[config.mk]
export PLATFORM = sky130hd
export DESIGN_NAME = bts_axis
export DESIGN_NICKNAME = d
export VERILOG_FILES = /design/src/rtl/assert_macros.svh /design/src/rtl/bts_pkg.sv /design/src/rtl/bts_axis.sv
export SDC_FILE = /design/constraint.sdc
export NUM_CORES = 1
export LEC_CHECK = 0
export BUFFER_PORTS_ARGS = -buffer_cell sky130_fd_sc_hd__buf_2
export CAP_MARGIN = 20
export CORE_ASPECT_RATIO = 1.5
export CORE_UTILIZATION = 45
export DETAILED_ROUTE_END_ITERATION = 10
export MAX_ROUTING_LAYER = met4
export PLACE_DENSITY_LB_ADDON = 0.2
export SLEW_MARGIN = 20
export SYNTH_ARGS = -nofsm -noshare
export SYNTH_HDL_FRONTEND = slang
export SYNTH_SLANG_ARGS = --single-unit
[constraint.sdc]
create_clock -name i_clk -period 7.6 [get_ports i_clk]
set_input_delay 0.76 -clock i_clk [delete_from_list [all_inputs] [get_ports i_clk]]
set_output_delay 0.76 -clock i_clk [all_outputs]
set_load 0.01 [all_outputs]
[src/rtl/assert_macros.svh]
// Assertion macros, used by the sampler top level.
`ifndef ASSERT_MACROS_SVH
`define ASSERT_MACROS_SVH
`ifndef SYNTHESIS
`define ASSERT_IMPLIES(label, clk, rst_n, ante, cons) \
    label: assert property (@(posedge clk) disable iff (!(rst_n)) (ante) |-> (cons)) \
        else $error("assertion failed");
`define ASSERT_NEXT(label, clk, rst_n, ante, cons) \
    label: assert property (@(posedge clk) disable iff (!(rst_n)) (ante) |=> (cons)) \
        else $error("assertion failed");
`else
`define ASSERT_IMPLIES(label, clk, rst_n, ante, cons)
`define ASSERT_NEXT(label, clk, rst_n, ante, cons)
`endif
`endif

[src/rtl/bts_pkg.sv]
// Shared types and constants of the bilinear texel sampler.
package bts_pkg;

    localparam int SIZE_W      = 13;
    localparam int COORD_W     = 32;
    localparam int TEXEL_W     = 32;
    localparam int LANE_W      = 8;
    localparam int LANES       = 4;
    localparam int TAPS        = 4;
    localparam int WEIGHT_W    = 9;
    localparam int PRD_W       = WEIGHT_W + LANE_W;
    localparam int ACC_W       = PRD_W + 2;
    localparam int ADDR_FULL_W = 2 * SIZE_W;
    localparam int IN_ADDR_W   = 16;
    localparam int CFG_IDX_W   = 2;

    localparam logic [CFG_IDX_W-1:0] REG_TEX_WIDTH  = 2'd0;
    localparam logic [CFG_IDX_W-1:0] REG_TEX_HEIGHT = 2'd1;
    localparam logic [CFG_IDX_W-1:0] REG_ROW_PITCH  = 2'd2;

    localparam logic REQ_WRITE  = 1'b0;
    localparam logic REQ_SAMPLE = 1'b1;

    localparam logic [SIZE_W-1:0] SIZE_RESET = 13'd256;

    typedef struct packed {
        logic valid;
        logic sample;
    } t_ctl;

    typedef logic [TEXEL_W-1:0]  t_texel;
    typedef logic [WEIGHT_W-1:0] t_weight;

    // zero size behaves as one texel
    function automatic logic [SIZE_W-1:0] eff_size(input logic [SIZE_W-1:0] s);
        return (s == '0) ? SIZE_W'(1) : s;
    endfunction

endpackage

[src/rtl/bts_axis.sv]
// Coordinate wrap, scale, half-texel offset and clamp for one axis (two stages).
module bts_axis import bts_pkg::*; #(
    parameter int FRAC_W = 16
) (
    input  logic                i_clk,
    input  logic [COORD_W-1:0]  i_coord,
    input  logic [SIZE_W-1:0]   i_size,
    output logic [SIZE_W-1:0]   o_idx,
    output logic [FRAC_W-1:0]   o_frac
);

    localparam int PW = FRAC_W + SIZE_W;
    localparam logic [PW-1:0] HALF = PW'(1) << (FRAC_W - 1);

    logic [SIZE_W-1:0] sz;
    logic [PW-1:0]     r_prod, n_prod;
    logic [PW-1:0]     r_pos, n_pos;
    logic [PW-1:0]     lim, diff;

    assign sz = eff_size(i_size);

    always_comb begin
        n_prod = PW'(i_coord[FRAC_W-1:0]) * PW'(sz);
        lim    = PW'(sz - SIZE_W'(1)) << FRAC_W;
        diff   = r_prod - HALF;
        if (r_prod < HALF) begin
            n_pos = '0;
        end else if (diff > lim) begin
            n_pos = lim;
        end else begin
            n_pos = diff;
        end
    end

    always_ff @(posedge i_clk) begin
        r_prod <= n_prod;
        r_pos  <= n_pos;
    end

    assign o_idx  = r_pos[PW-1:FRAC_W];
    assign o_frac = r_pos[FRAC_W-1:0];

endmodule

After elaboration in Yosys (flattened, before gate mapping). Cells that the tools add are included.

Register bits after elaboration: 58. Output and inout port bits: 29.

$add $sub $neg: 2. Multiply operators: 1. Order comparisons: 2. Mux-type cells: 2. Reduce and logical (&&, ||, !) cells: 2.

Operator list (count): $gt A29 B29 Y1 (1); $lt A29 B16 Y1 const B (1); $mul A16 B13 Y29 (1); $mux W29 (1); $sub A29 B16 Y29 const B (1); $logic_not A13 Y1 (1); $mux W13 (1); $sub A13 B1 Y13 const B (1); $reduce_or A2 Y1 (1).

Longest topological paths before layout. Gate-level depths: netlist of run 1.

Depth after elaboration: 5. Depth in mapped cells: 23. Mapped depth without buffers: 20.

Least setup slack after synthesis of run 1. OpenSTA, ideal clock, no wires.

Path type: input port to flip-flop. Start point: in i_size[10]. End point: reg r_prod[22]. Library setup time: 64 ps. Arrival: 6578 ps. Data required time: 7536 ps. Setup slack: 958 ps. Cell stages on the path: 22. Path through: clkbuf_1 or4_1 nor3_1 a21o_1 clkbuf_1 clkbuf_1 nand2_1 fa_1 inv_1 fa_1 inv_1 fa_1 fa_1 inv_1 ha_1 a21o_1 a221oi_1 o21bai_1 o21bai_2 o21ai_1 or4_1 nand4_1.

Word-level cells in the longest chain between the ends: 3.

RTL lines: from (decl) (RTL line bts_axis.sv:7) `input logic [SIZE_W-1:0] i_size,`; $logic_not A13 Y1 (RTL line bts_pkg.sv:36) `return (s == '0) ? SIZE_W'(1) : s;`; $mux W13 * (RTL line bts_pkg.sv:36); $mul A16 B13 Y29 * (RTL line bts_axis.sv:23) `n_prod = PW'(i_coord[FRAC_W-1:0]) * PW'(sz);`; net n_prod[22] (RTL line bts_axis.sv:16) `logic [PW-1:0] r_prod, n_prod;`; to (signal assigned) (RTL line bts_axis.sv:36) `r_prod <= n_prod;`; to (decl) (RTL line bts_axis.sv:16).

The timed path passes the listed nets; every way through them passes the cells marked *. A chain may end at the register's enable or synchronous reset.

Worst setup path in the final report of run 1. Ends and elaborated chain as after synthesis.

==> flow_results.org, run 1 <==
** Power and ir drop
- Dividing total power by cell area gives a power density of approximately 440 nW/um^2.
- Registers are responsible for 13.4% of the overall power.
- Combinational logic burns 77.8% of the power.
- Share of power burned in the clock network :: 8.8%
- IR analysis of the VDD net gives a maximum drop of 0.000253 V.
- In this run switching power makes up 49.2% of total power.
- Switching power :: 0.00211 W
- Static Leak :: 4.97 nW
- The internal portion of the total power is ~0.0022 W.

** Setup path
- The worst register-to-register path ends at r_pos[13]$_SDFF_PP0_.
- Register-to-register path setup slack :: 3.34 ns
- WP data required :: 7.87 ns
- Type of destination of the critical path :: flop
- Along the worst path, the maximum fanout reaches 16.
- Worst setup path class :: in -> reg
- The number of cells on the worst reg-to-reg path is 13.
- STA classifies the critical path startpoint as a primary input.
- Startpoint of the lowest-slack register-to-register path :: r_prod[19]$_DFF_P_
- WP data arrival :: 6.71 ns

** STA
- Hold is met by 0.448 ns.
- The hold violation total from the final report was 0.
- The final number of max-transition violations came to 0.
- Measured against its own limit, the worst slew margin works out to 36.1%.
- The worst path needs roughly 6.4 ns of the cycle, external delays included.
- Setup violations remaining at the end of the flow were counted as 0.
- For the final routed database, the setup TNS stands at 0 ns.
- Based on the critical path, the design can be clocked at up to between 150 and 200 MHz.
- Setup repair after global routing left no endpoint under its margin.
- At the pin with the least slew margin, the transition time is 0.957 ns.
- Final Skew :: 0.00805 ns
- Final worst path period share :: 84.8%

** Synthesis
- Synth Instances :: 1008
- Synth async-reset ratio :: 0%
- Number of different library cells in the post-synthesis netlist :: 51
- Mux contribution to synthesized area :: 0.111%
- Yosys warnings :: 0
- Each instance of the synthesized netlist takes up on average 8.96 sq um.
- Most used DFF post-synth :: sky130_fd_sc_hd__dfxtp_1
- Adder and majority gate portion of the synthesized area :: 46.5%
- Summing the areas of all compound-gate instances in the mapped netlist gives 6.08% of the synthesized area.
- Synthesized netlist net count :: 1297
- Counting flops and latches in the post-synthesis netlist gives between 50 and 60.
- The synthesized netlist occupies a cell area of 9030 sq um.
- EDFF count, synth :: 0
- Of the total synthesized cell area, the portion taken by AND, OR, NAND and NOR gates is 19.3%.
- Post-synthesis share of cell area spent on xor and xnor gates :: 4.27%
- Sequential fraction of the synthesis area :: 12.9%
- Largest family of logic cells by synthesized area :: adder cells

** Clock tree
- In this run the post-CTS setup repair buffer count came out at 0.
- Counting every sink on the clock net gives 58.
- Buffers inserted during clock tree synthesis total 9.
- In this run the deepest clock path goes through 2 buffers.
- Once the clock tree was built, the resizer swapped 0 gates to a different size.
- Clock Pin Slew Worst Setup and Hold Paths :: 0.05 ns
- At the later pin of the worst-skew pair, clock insertion delay measures between 0.3 and 0.4 ns.
- Buffers inserted to repair hold after CTS numbered 0.
- H-tree lvl count :: 3
- TritonCTS clock tree :: yes
- In this run the clock root is driven by a sky130_fd_sc_hd__clkbuf_16.

** Global routing
- The number of antenna violations at the first check in global routing is 1.
- Maximum number of pins on one net before global-route repair :: 28
- Across every metal layer, demand over resource in global routing totals a little under a quarter.
- The first global-routing pass estimated 35.1 mm of wire.
- For this run the aggregate overflow at the end of global routing stands at 0.
- Via count of the first global-routing pass :: 7117

** Hold path
- Worst hold start :: r_prod[7]$_DFF_P_
- HP Class :: reg -> reg
- Worst min-delay path endpoint :: r_pos[7]$_SDFF_PP0_
- Counting instances, the worst hold path has a depth of 1.

** Cells and area
- Final cell count without fillers :: 1305
- Total number of nets in the final design :: 1331
- The library cells used most frequently in the layout, excluding fill and tap cells, are sky130_fd_sc_hd__inv_1 (213), sky130_fd_sc_hd__fa_1 (154), sky130_fd_sc_hd__and2_1 (132).
- Fraction of final layout cells sized beyond drive strength 1 :: between 8 and 9%
- Diode count :: 0
- Most frequent standard cell in the layout excluding fill and tap cells :: sky130_fd_sc_hd__inv_1
- Syn-to-layout area delta :: 8.52%

** Floorplanning
- The total area inside the core boundary comes to 19700 sq um.
- In this run the count of I/O pins placed on the die edge is 75.
- Die area :: 20600 sq um
- Overall die width :: 118 um
- The initial utilization of the core area, before any placement, comes to between 40 and 50%.
- Floorplan die height :: approximately 180 um
- Row count :: 63

** Drt
- Routed length per instance :: 16.5 um
- Detail Route Antenna Nets :: 0
- Detailed Routing Iterations Pass 1 :: 5
- Total number of vias :: roughly 6800
- WL final :: 21.5 mm
- Post-DR vias/cell :: 5.17
- Drc violations :: 0
- Number of DRC markers in iteration 0 :: roughly 230

** Outcome
- Result of the run :: finished clean

** Placed design
- The count of buffers added on input and output ports is 58.
- Detailed Place HPWL :: 17.3 mm
- Once placement completed, the tool counted placed cells totaling between 1000 and 1500.
- The congestion estimate from routability-driven global placement came to around 0.84.

** Flow run
- Max-cap viol count :: 0
==> cells in the mapped netlist, drive strengths merged, types with 2 or more instances <==
library cell | count | area [sq um]
o22ai | 4 | 25.0
nand2 | 110 | 413
o2111ai | 2 | 17.5
and2 | 132 | 826
xnor2 | 28 | 245
dfxtp | 58 | 1160
and3 | 3 | 18.8
buf | 6 | 45.0
o31ai | 2 | 15.0
o2bb2ai | 12 | 105
nor2 | 19 | 73.8
a221oi | 3 | 26.3
nor4 | 8 | 50.1
inv | 213 | 800
nand2b | 5 | 31.3
a21oi | 21 | 105
nand4 | 7 | 43.8
a21o | 9 | 67.6
o21bai | 4 | 33.8
xor2 | 16 | 140
a31oi | 2 | 12.5
clkbuf | 38 | 143
ha | 89 | 1110
fa | 154 | 3080
o21ai | 12 | 60.1
o21a | 2 | 15.0
or4 | 6 | 52.6
or3 | 8 | 50.1
a211oi | 4 | 30.0
nand3 | 3 | 15.0
and4 | 2 | 17.5
or2 | 3 | 18.8
nor3 | 11 | 66.3
==> cell families (layout without fill, tap and decap cells) <==
logic type               after synthesis  after routing
buffers and inverters                257            294
multiplexers                           1              1
XOR/XNOR                              44             44
flip-flops                            58             58
AND/OR/NAND/NOR                      324            324
adder cells (fa/ha/maj)              243            243
AO/OA/AOI/OAI                         81             81
==> per-stage QoR <==
| step | setup WS [ns] | area (sq um) | power (W) | util (%) |
|---|---|---|---|---|
| 5_1_grt | 0.713 | 9800 | 0.00476 | 49.7 |
| 3_3_place_gp | 0.841 | 9520 | 0.00390 | 48.3 |
| 2_1_floorplan | 0.958 | 9030 | 0.00313 | - |
| 3_5_place_dp | 0.769 | 9520 | 0.00392 | 48.3 |
| 6_report | 1.15 | 9800 | 0.00428 | 49.7 |
| 4_1_cts | 1.09 | 9800 | 0.00432 | 49.7 |
==> layout make-up <==
class                           instances  area (sq um)
Sequential cell                        58          1160
Tap cell                              260           325
Fill cell                            1933          9910
Clock buffer                           10           229
Clock inverter                          4          45.0
Timing Repair Buffer                   67           358
Multi-Input combinational cell        693          6880
Inverter                              213           800
==> worst max-delay path, cell delays in order <==
cell,delay (ns)
sky130_fd_sc_hd__buf_2,0.11
sky130_fd_sc_hd__or4_1,0.59
sky130_fd_sc_hd__nor3_1,0.29
sky130_fd_sc_hd__a21o_1,0.31
sky130_fd_sc_hd__buf_4,0.29
sky130_fd_sc_hd__nand2_1,0.12
sky130_fd_sc_hd__fa_1,0.43
sky130_fd_sc_hd__inv_1,0.09
sky130_fd_sc_hd__fa_1,0.38
sky130_fd_sc_hd__inv_1,0.09
sky130_fd_sc_hd__fa_1,0.41
sky130_fd_sc_hd__fa_1,0.51
sky130_fd_sc_hd__inv_1,0.05
sky130_fd_sc_hd__ha_1,0.33
sky130_fd_sc_hd__a21o_1,0.21
sky130_fd_sc_hd__a221oi_1,0.50
sky130_fd_sc_hd__o21bai_1,0.27
sky130_fd_sc_hd__o21bai_2,0.29
sky130_fd_sc_hd__o21ai_1,0.16
sky130_fd_sc_hd__or4_1,0.42
sky130_fd_sc_hd__nand4_1,0.09
==> metal layers <==
layer  vias up  track usage (%)  share of wire [%]
met5         -                -                  0
met4         0             7.05                2.5
met3        40             2.01                3.0
met2       153             42.5                 55
met1      3412             24.9                 39
li1       3145                -                  -
==> worst max path at each step <==
stage | endpoint | slack (ns) | start | cells after the start
after floorplan | r_prod[22]$_DFF_P_ | 0.96 | i_size[10] | 22
after global placement | r_prod[22]$_DFF_P_ | 0.84 | i_size[9] | 21
final | r_prod[22]$_DFF_P_ | 1.15 | i_size[10] | 21
after global routing | r_prod[22]$_DFF_P_ | 0.71 | i_size[10] | 21
after CTS | r_prod[22]$_DFF_P_ | 1.09 | i_size[10] | 21
after detailed placement | r_prod[22]$_DFF_P_ | 0.77 | i_size[9] | 21
==> flip-flops by register name, indices dropped and copies added, names as in the netlist <==
register  flops
r_pos        29
r_prod       29
==> power groups by stage <==
stage | registers (W) | logic [W] | clock network, W
after global routing | 0.000590 | 0.00377 | 0.000397
after floorplan | 0.000608 | 0.00252 | 0
after CTS | 0.000576 | 0.00336 | 0.000381
after global placement | 0.000578 | 0.00332 | 0
after detailed placement | 0.000581 | 0.00334 | 0
final | 0.000574 | 0.00333 | 0.000376
(Power assumes the default switching activity.)
==> inputs of run 2 (changes only) <==
Clock period 7.6 ns to 6.6 ns, I/O delays scaled along.
==> run 2 against run 1 <==
Compared with the run above:
- register-to-register slack got worse by 0.87 ns
- sequential share of layout area barely moved
- largest cell class unchanged
- sequential power increased by 15%
- global-route usage grew 0.19 points
- final area is 0.37% higher
- via count shrank 0.64%
- flip-flop and latch count unchanged
- highest routed layer unchanged
- largest power group unchanged
- count of clock-buffer cells in the layout rose by 1
- setup slack worse by 0.66 ns
- die area stayed put
- power is 16% higher
==> flow_results.org, run 2 (synthesis gave the netlist of run 1 again) <==
** Power and ir drop
- The leakage dissipation is 4.99 nW (+0.33%).
- The switching power share of the total came to 48.8% (-0.34 points).
- The worst ir drop on vdd came to 0.000360 V (+42%).
- The switching component of the power was 0.00242 W (+15%).
- Share of power burned in the clock network :: 8.4% (-0.4 points)
- The combinational power share was 78.3% (+0.5 points).
- Flop pwr share :: 13.3% (about the same)
- Internal Power :: 0.00254 W (+17%)
- The power per unit of standard cell area is 505 nW/um^2 (+15%).

** STA
- The number of setup violations in the final report is 0 (unchanged).
- The final number of max-transition violations was 0 (unchanged).
- Of the available clock period, the critical path in the final layout requires roughly 92%.
- Setup repair after global routing left no endpoint under its margin.
- Transition time at the pin with the least slew margin :: 0.505 ns (-0.452 ns)
- Setup tns final :: 0 ns (unchanged)
- Final Skew :: 0.00777 ns (-0.000280 ns)
- The hold violation total from the final report came to 0 (unchanged).
- Fmax achieved :: 164 MHz
- For the finished layout, the period the worst path requires is between 6 and 7 ns.
- Worst slew margin :: 66.3% (+30 points)

** Cells and area
- Compared with the post-synthesis result, the final layout area differs by 8.92%.
- The fill cell total of the finished layout is 1913 (-1.0%).
- The final antenna diode count is 0 (unchanged).
- The final-stage net count came to 1336 (+0.38%).
- The core utilization of the finished layout came to 49.9% (+0.18 points).
- Regs by FF count :: r_pos: 29 flops, r_prod: 29 flops
- Fraction of final layout cells sized beyond drive strength 1 :: 8.94% (+0.61 points)
- Leaving out fill and tap cells, the most frequent cells in the layout are sky130_fd_sc_hd__inv_1 (213), sky130_fd_sc_hd__fa_1 (154), sky130_fd_sc_hd__and2_1 (132).
- Most frequent standard cell in the layout excluding fill and tap cells :: sky130_fd_sc_hd__inv_1

** Floorplanning
- The die area came to 20600 sq um (unchanged).
- Effective utilization at floorplan :: 45.8% (unchanged)
- The y dimension of the die is 175 um (unchanged).
- Row count :: 63 (unchanged)
- Core footprint :: 19700 sq um (unchanged)
- Overall die width :: 118 um (unchanged)
- Number of primary I/O pins :: 75 (unchanged)

** Drt
- Number of DRC markers in iteration 0 :: 252 (+11%)
- Detailed Routing Iterations Pass 1 :: 6 (+1)
- The via-per-instance ratio was 5.11 (-1.2%).
- Total number of vias :: 6707 (-0.64%)
- Drc violations :: 0 (unchanged)
- The sum of routed wire length over all layers was 21.4 mm (-0.32%).
- Routed length per instance :: 16.3 um (-0.85%)
- Detail Route Antenna Nets :: 0 (unchanged)

** Clock tree
- The number of CTS-inserted buffers was 9 (unchanged).
- Root buffer selected by CTS :: sky130_fd_sc_hd__clkbuf_16
- Hold-fix buffer count after cts :: 0 (unchanged)
- Clock latency at the later pin of the worst-skew pair :: 0.33 ns (about the same)
- Setup Fix Bufs, Post-CTS :: 0 (unchanged)
- Clock Sinks :: 58 (unchanged)
- The maximum root-to-sink buffer count came to 2 (unchanged).
- TritonCTS built the clock tree.
- The number of levels the H-tree was split into came to 3 (unchanged).
- The number of cells upsized or downsized after cts came to 0 (unchanged).
- The clock transition at the registers of the reported paths came to 0.05 ns (about the same).

** Setup path
- Type of destination of the critical path :: flop
- The worst setup path is launched from a primary input.
- Top fanout value on the critical path :: 15 (-1)
- The critical path ends at r_prod[27]$_DFF_P_.
- Counting stages on the worst path, the most repeated cell is sky130_fd_sc_hd__fa_1.
- The critical path depth in cells is 21 (unchanged).
- Worst setup path class :: in -> reg
- WP data required :: 6.81 ns (-1.06 ns)
- Critical path buffers and inverters :: 5 (unchanged)
- The depth of the worst register-to-register path was 14 (+1).
- Broken down by cell family, the worst path's largest delay share belongs to adder cells.
- Tracing the worst setup path back leads to its startpoint at i_size[10].
- For this design, the slowest cell found on the critical path is sky130_fd_sc_hd__or4_1.
- WP data arrival :: 6.31 ns (-0.40 ns)
- In this run the critical register-to-register path is captured at r_pos[18]$_SDFF_PN0_.
- The delay contributed by the slowest stage of the critical path was 0.58 ns (about the same).
- The signal on the critical path passes through buf_2 > or4_1 > nor3_1 > a21o_1 > buf_4 > nand2_1 > fa_1 > inv_1 > fa_1 > fa_1 > inv_1 > fa_1 > inv_1 > ha_1 > a21oi_1 > o21ai_0 > a21oi_1 > nand3_1 > or2_1 > nor4_1 > a211oi_1.
- Startpoint of the lowest-slack register-to-register path :: r_prod[19]$_DFF_P_
- Register-to-register path setup slack :: 2.47 ns (-0.87 ns)

** Global routing
- Global-route usage over all layers :: 22.8% (+0.19 points)
- First-pass GRT wire length :: 35.5 mm (+0.96%)
- Antenna violations before repair :: 0 (-1)
- The via count of the first global-routing pass is 7067 (-0.70%).
- The pin count of the biggest net entering global routing came to 21 (-25%).
- Overflow left after global routing :: 0 (unchanged)

** Placed design
- # port buffers :: 58 (unchanged)
- The placer's final routability congestion estimate came to 0.846 (+0.33%).
- Detailed Place HPWL :: 17.4 mm (+0.60%)

** Outcome
- Result of the run :: finished clean

** Flow run
- The number of maximum-capacitance violations is 0 (unchanged).

** Hold path
- The min-delay analysis places its worst path in the category reg -> reg.
run 2: changes by cell type in the layout (fill, tap and decap cells not counted), sizes merged:
| cell | delta |
|---|---|
| buf | +5 |
| clkinvlp | +2 |
| bufinv | -1 |
| clkbuf | +1 |
run 2: worst reg2reg max path, delay by kind of cell, from the launching register on:
| family | cells | cell delay, ns |
|---|---|---|
| xor+xnor | 1 | 0.16 |
| fa+ha+maj | 1 | 0.31 |
| buf+inv | 1 | 0.29 |
| flops | 1 | 0.33 |
| compound gates | 2 | 0.26 |
| simple gates | 9 | 2.69 |
run 2: cell type report:
type / count / area [sq um] / share of cell area (%)
Clock buffer: 11 / 243 / 2.47
Inverter: 213 / 800 / 8.13
Tap cell: 260 / 325 / 3.31
Timing Repair Buffer: 72 / 395 / 4.02
Multi-Input combinational cell: 693 / 6880 / 70.0
Sequential cell: 58 / 1160 / 11.8
Clock inverter: 5 / 30.0 / 0.305
run 2: per-stage QoR:
stage	instance area, sq um	power (W)	hold slack [ns]	cells	setup WS, ns
after floorplan	9030	0.00361	0.420	1008	0.0580
after global placement	9560	0.00457	0.441	1296	0.236
after detailed placement	9560	0.00458	0.436	1296	0.173
after CTS	9830	0.00502	0.452	1312	0.503
after global routing	9830	0.00556	0.463	1312	0.204
final	9830	0.00496	0.450	1312	0.499
run 2: worst min-delay path by stage:
stage               slack (ns)                   end  cells after the start          startpoint
floorplan                 0.42  r_pos[14]$_SDFF_PP0_                      1  r_prod[14]$_DFF_P_
global placement          0.44  r_pos[12]$_SDFF_PP0_                      1  r_prod[12]$_DFF_P_
detailed placement        0.44  r_pos[12]$_SDFF_PP0_                      1  r_prod[12]$_DFF_P_
CTS                       0.45   r_pos[4]$_SDFF_PP0_                      1   r_prod[4]$_DFF_P_
global route              0.46   r_pos[4]$_SDFF_PP0_                      1   r_prod[4]$_DFF_P_
finish                    0.45   r_pos[4]$_SDFF_PP0_                      1   r_prod[4]$_DFF_P_
run 2: power by group through the flow:
| stage | logic (W) | clock network [W] | registers [W] |
|---|---|---|---|
| after global placement | 0.00391 | 0 | 0.000666 |
| after global routing | 0.00444 | 0.000437 | 0.000679 |
| after floorplan | 0.00291 | 0 | 0.000700 |
| after detailed placement | 0.00391 | 0 | 0.000669 |
| final | 0.00388 | 0.000415 | 0.000662 |
| after CTS | 0.00393 | 0.000421 | 0.000663 |
run 2: metal layers:
metal  global-route usage [%]  vias up  part of all wire, %  wire, um
met5                        -        -                    0         0
met4                     6.78        0                  2.6       554
met3                     2.40       42                  2.1       454
met2                     43.1       90                   56     11900
met1                     24.8     3416                   40      8500
li1                         -     3159                    -         -
==> inputs of run 3 (changes only) <==
Settings changed: GPL_TIMING_DRIVEN from default to 0.
==> run 3 against run 2 <==
Compared with the run above:
- sequential share of layout area decreased by 0.17 points
- count of clock-buffer cells in the layout up 1
- via count grew 1.7%
- critical path depth did not move
- sequential power down 0.8%
- hold slack lost 0.0011 ns
- flip-flop and latch count did not move
- clock power up 23%
- first-iteration DRC count grew 17%
- power up 4.1%
==> flow_results.org, run 3 (synthesis gave the netlist of run 1 again) <==
** STA
- The transition at the pin with the smallest max-transition slack came to 0.727 ns (+0.222 ns).
- Number of max-slew violations in the final report :: 0 (unchanged)
- The smallest setup slack after layout is 0.242 ns (-0.257 ns).
- Final Skew :: 0.00759 ns (-0.000183 ns)
- The final period utilization came to 96.3% (+3.9 points).
- The relative slew slack was 51.5% (-15 points).
- Final count of negative-setup-slack endpoints :: 0 (unchanged)
- Fmax achieved :: 157 MHz (-4.0%)
- Setup repair after global routing could not meet its margin everywhere.
- Number of hold violations in the final report :: 0 (unchanged)
- Setup tns final :: 0 ns (unchanged)
- The tightest hold margin was 0.449 ns (-0.00111 ns).
- The final critical delay including setup and external delays is 6.36 ns (+0.257 ns).

** Global routing
- Antenna violations before repair :: 0 (unchanged)
- The total routing resource utilization after global routing is 24.2% (+1.4 points).
- Maximum number of pins on one net before global-route repair :: 11 (-48%)
- The total global routing overflow came to 0 (unchanged).
- Via count of the first global-routing pass :: 7357 (+4.1%)
- The wire length of the first global-routing pass is 37.2 mm (+5.0%).

** Setup path
- Largest stage delay, worst path :: 0.65 ns (+0.07 ns)
- The depth of the worst register-to-register path is 14 (unchanged).
- WP data required :: 6.85 ns (+0.04 ns)
- The signal arrival time at the worst endpoint was 6.61 ns (+0.30 ns).
- Reg2reg end :: r_pos[17]$_SDFF_PN0_
- The worst register-to-register path begins at r_prod[17]$_DFF_P_.
- Top fanout value on the critical path :: 10 (-5)
- Following the worst setup path forward leads to its endpoint at r_prod[22]$_DFF_P_.
- First element of the critical path :: i_size[10]
- The critical path is of the in -> reg type.
- Crit start category :: primary input
- Critical-path cell list :: clkbuf_1 > or4_1 > nor3_2 > a21o_2 > clkbuf_4 > nand2_1 > fa_1 > inv_1 > fa_1 > fa_1 > inv_1 > fa_1 > inv_1 > ha_1 > and3_1 > a221oi_4 > o21bai_2 > o21bai_2 > o21ai_1 > or4_1 > nand4_1
- Register-to-register path setup slack :: 2.60 ns (+0.13 ns)
- The cell that appears most often on the critical path is sky130_fd_sc_hd__fa_1.
- The worst setup path is captured at a flop.
- The largest individual stage delay along the critical path comes from the cell sky130_fd_sc_hd__or4_1.

** Drt
- The first-pass iteration count of the detailed router came to 4 (-2).
- M1 wire length :: 8.50 mm (about the same)
- Detail Route Antenna Nets :: 0 (unchanged)
- The met2 wire length was 12.6 mm (+5.6%).
- Highest metal layer with signal wires :: met4
- The via count is 6824 (+1.7%).
- Number of DRC markers in iteration 0 :: 294 (+17%)
- Routed length per instance :: 17.0 um (+4.2%)
- The DRC violation count after routing came to 0 (unchanged).
- Post-DR vias/cell :: 5.11 (about the same)
- Length of routed met3 wiring :: 630 um (+39%)
- WL final :: 22.7 mm (+6.0%)

** Cells and area
- The fill cell total of the finished layout was 1933 (+1.0%).
- Regs by FF count :: r_pos: 29 flops, r_prod: 29 flops
- The library cell used most frequently in the layout, excluding fill and tap cells, is sky130_fd_sc_hd__inv_1.
- Syn-to-layout area delta :: 10.5%
- Commonest non-fill, non-tap cells in the layout :: sky130_fd_sc_hd__inv_1 (213), sky130_fd_sc_hd__fa_1 (154), sky130_fd_sc_hd__and2_1 (132)
- Diode count :: 0 (unchanged)
- The final-stage net count was 1359 (+1.7%).
- Final cell count without fillers :: 1335 (+1.8%)
- The layout cell share with drive strength beyond 1 was 8.00% (-0.94 points).
- The total non-filler cell area in the finished layout is 9980 sq um (+1.5%).

** Placed design
- The number of cells after detailed placement is 1319 (+1.8%).
- # port buffers :: 51 (-12%)
- The placer's final routability congestion estimate was 0.900 (+6.4%).
- Detailed Place HPWL :: 19.2 mm (+10%)
- The post-place setup slack came to -1.28 ns (-1.45 ns).
- Area post-placement :: 9610 sq um (+0.50%)

** Floorplanning
- The die area is 20600 sq um (unchanged).
- The horizontal die dimension was 118 um (unchanged).
- The effective utilization at floorplan came to 45.8% (unchanged).
- The core region area came to 19700 sq um (unchanged).
- Floorplan die height :: 175 um (unchanged)
- Row count :: 63 (unchanged)
- Number of primary I/O pins :: 75 (unchanged)

** Power and ir drop
- The leakage dissipation came to 5.02 nW (+0.60%).
- The worst ir drop on vdd was 0.000376 V (+4.7%).
- Power Dens Cells :: 517 nW/um^2 (+2.6%)

** Clock tree
- Clock Sinks :: 58 (unchanged)
- Root buffer selected by CTS :: sky130_fd_sc_hd__clkbuf_16
- The number of CTS-inserted buffers is 9 (unchanged).
- The number of levels the H-tree was split into was 3 (unchanged).
- Clock Pin Slew Worst Setup and Hold Paths :: 0.05 ns (about the same)
- TritonCTS clock tree :: yes
- Number of buffers on the longest clock path :: 2 (unchanged)
- Clock latency at the later pin of the worst-skew pair :: 0.32 ns (about the same)
- The count of hold buffers inserted by post-cts repair came to 0 (unchanged).

** Flow run
- Max-cap viol count :: 0 (unchanged)

** Outcome
- Result of the run :: finished clean

** Hold path
- HP Class :: reg -> reg
==> run 3: changes by cell type in the layout (fill, tap and decap cells not counted), moves of 3 or more <==
| cell | delta |
|---|---|
| sky130_fd_sc_hd__clkbuf_1 | +33 |
| sky130_fd_sc_hd__buf_4 | -13 |
| sky130_fd_sc_hd__buf_2 | -7 |
| sky130_fd_sc_hd__clkbuf_2 | +4 |
| sky130_fd_sc_hd__buf_6 | +3 |
==> run 3: metrics by stage <==
step / total power, W / utilization, %
after global placement: 0.00460 / 48.8
after global routing: 0.00573 / 50.6
after detailed placement: 0.00465 / 48.8
final: 0.00516 / 50.6
after floorplan: 0.00361 / -
after CTS: 0.00521 / 50.5
==> run 3: critical path: cells and delay by family <==
family,cells,cell delay [ns]
adder cells (fa/ha/maj),5,2.46
AND/OR/NAND/NOR,6,1.73
AO/OA/AOI/OAI,5,1.15
buffers and inverters,5,0.60
==> run 3: final cells by class <==
cell class,count,area [sq um],area share (%)
buffer,43,193,1.93
multi-input combinational,693,6910,69.2
inverter,213,800,8.01
sequential,58,1160,11.6
timing repair buffer,52,263,2.63
clock inverter,4,73.8,0.740
clock buffer,12,256,2.57
tap,260,325,3.26
==> run 3: worst min path at each step <==
stage / cells past startpoint / end / slack [ns] / startpoint
after floorplan: 1 / r_pos[14]$_SDFF_PP0_ / 0.42 / r_prod[14]$_DFF_P_
after global placement: 1 / r_pos[14]$_SDFF_PP0_ / 0.43 / r_prod[14]$_DFF_P_
after detailed placement: 1 / r_pos[14]$_SDFF_PP0_ / 0.44 / r_prod[14]$_DFF_P_
after CTS: 1 / r_pos[8]$_SDFF_PP0_ / 0.45 / r_prod[8]$_DFF_P_
after global routing: 1 / r_pos[8]$_SDFF_PP0_ / 0.46 / r_prod[8]$_DFF_P_
final: 1 / r_pos[8]$_SDFF_PP0_ / 0.45 / r_prod[8]$_DFF_P_
==> run 3: where the power goes <==
group	switching, W	leakage, nW	internal (W)
clock	0.000158	0.163	0.000351
combinational	0.00232	4.36	0.00168
sequential	0.0000763	0.488	0.000581
==> run 3: routing by layer <==
metal / global-route usage, % / up-vias
met3: 2.53 / 51
met2: 45.3 / 141
met1: 25.5 / 3428
met4: 10.4 / 0
met5: - / -
li1: - / 3204
==> run 3: timing repair <==
| action | 4_1_cts | 5_1_grt |
|---|---|---|
| pin swaps | 1 | 0 |
| resized for setup | 6 | 7 |
| buffers inserted | 1 | 0 |
| endpoints found under the setup margin | 18 | 3 |
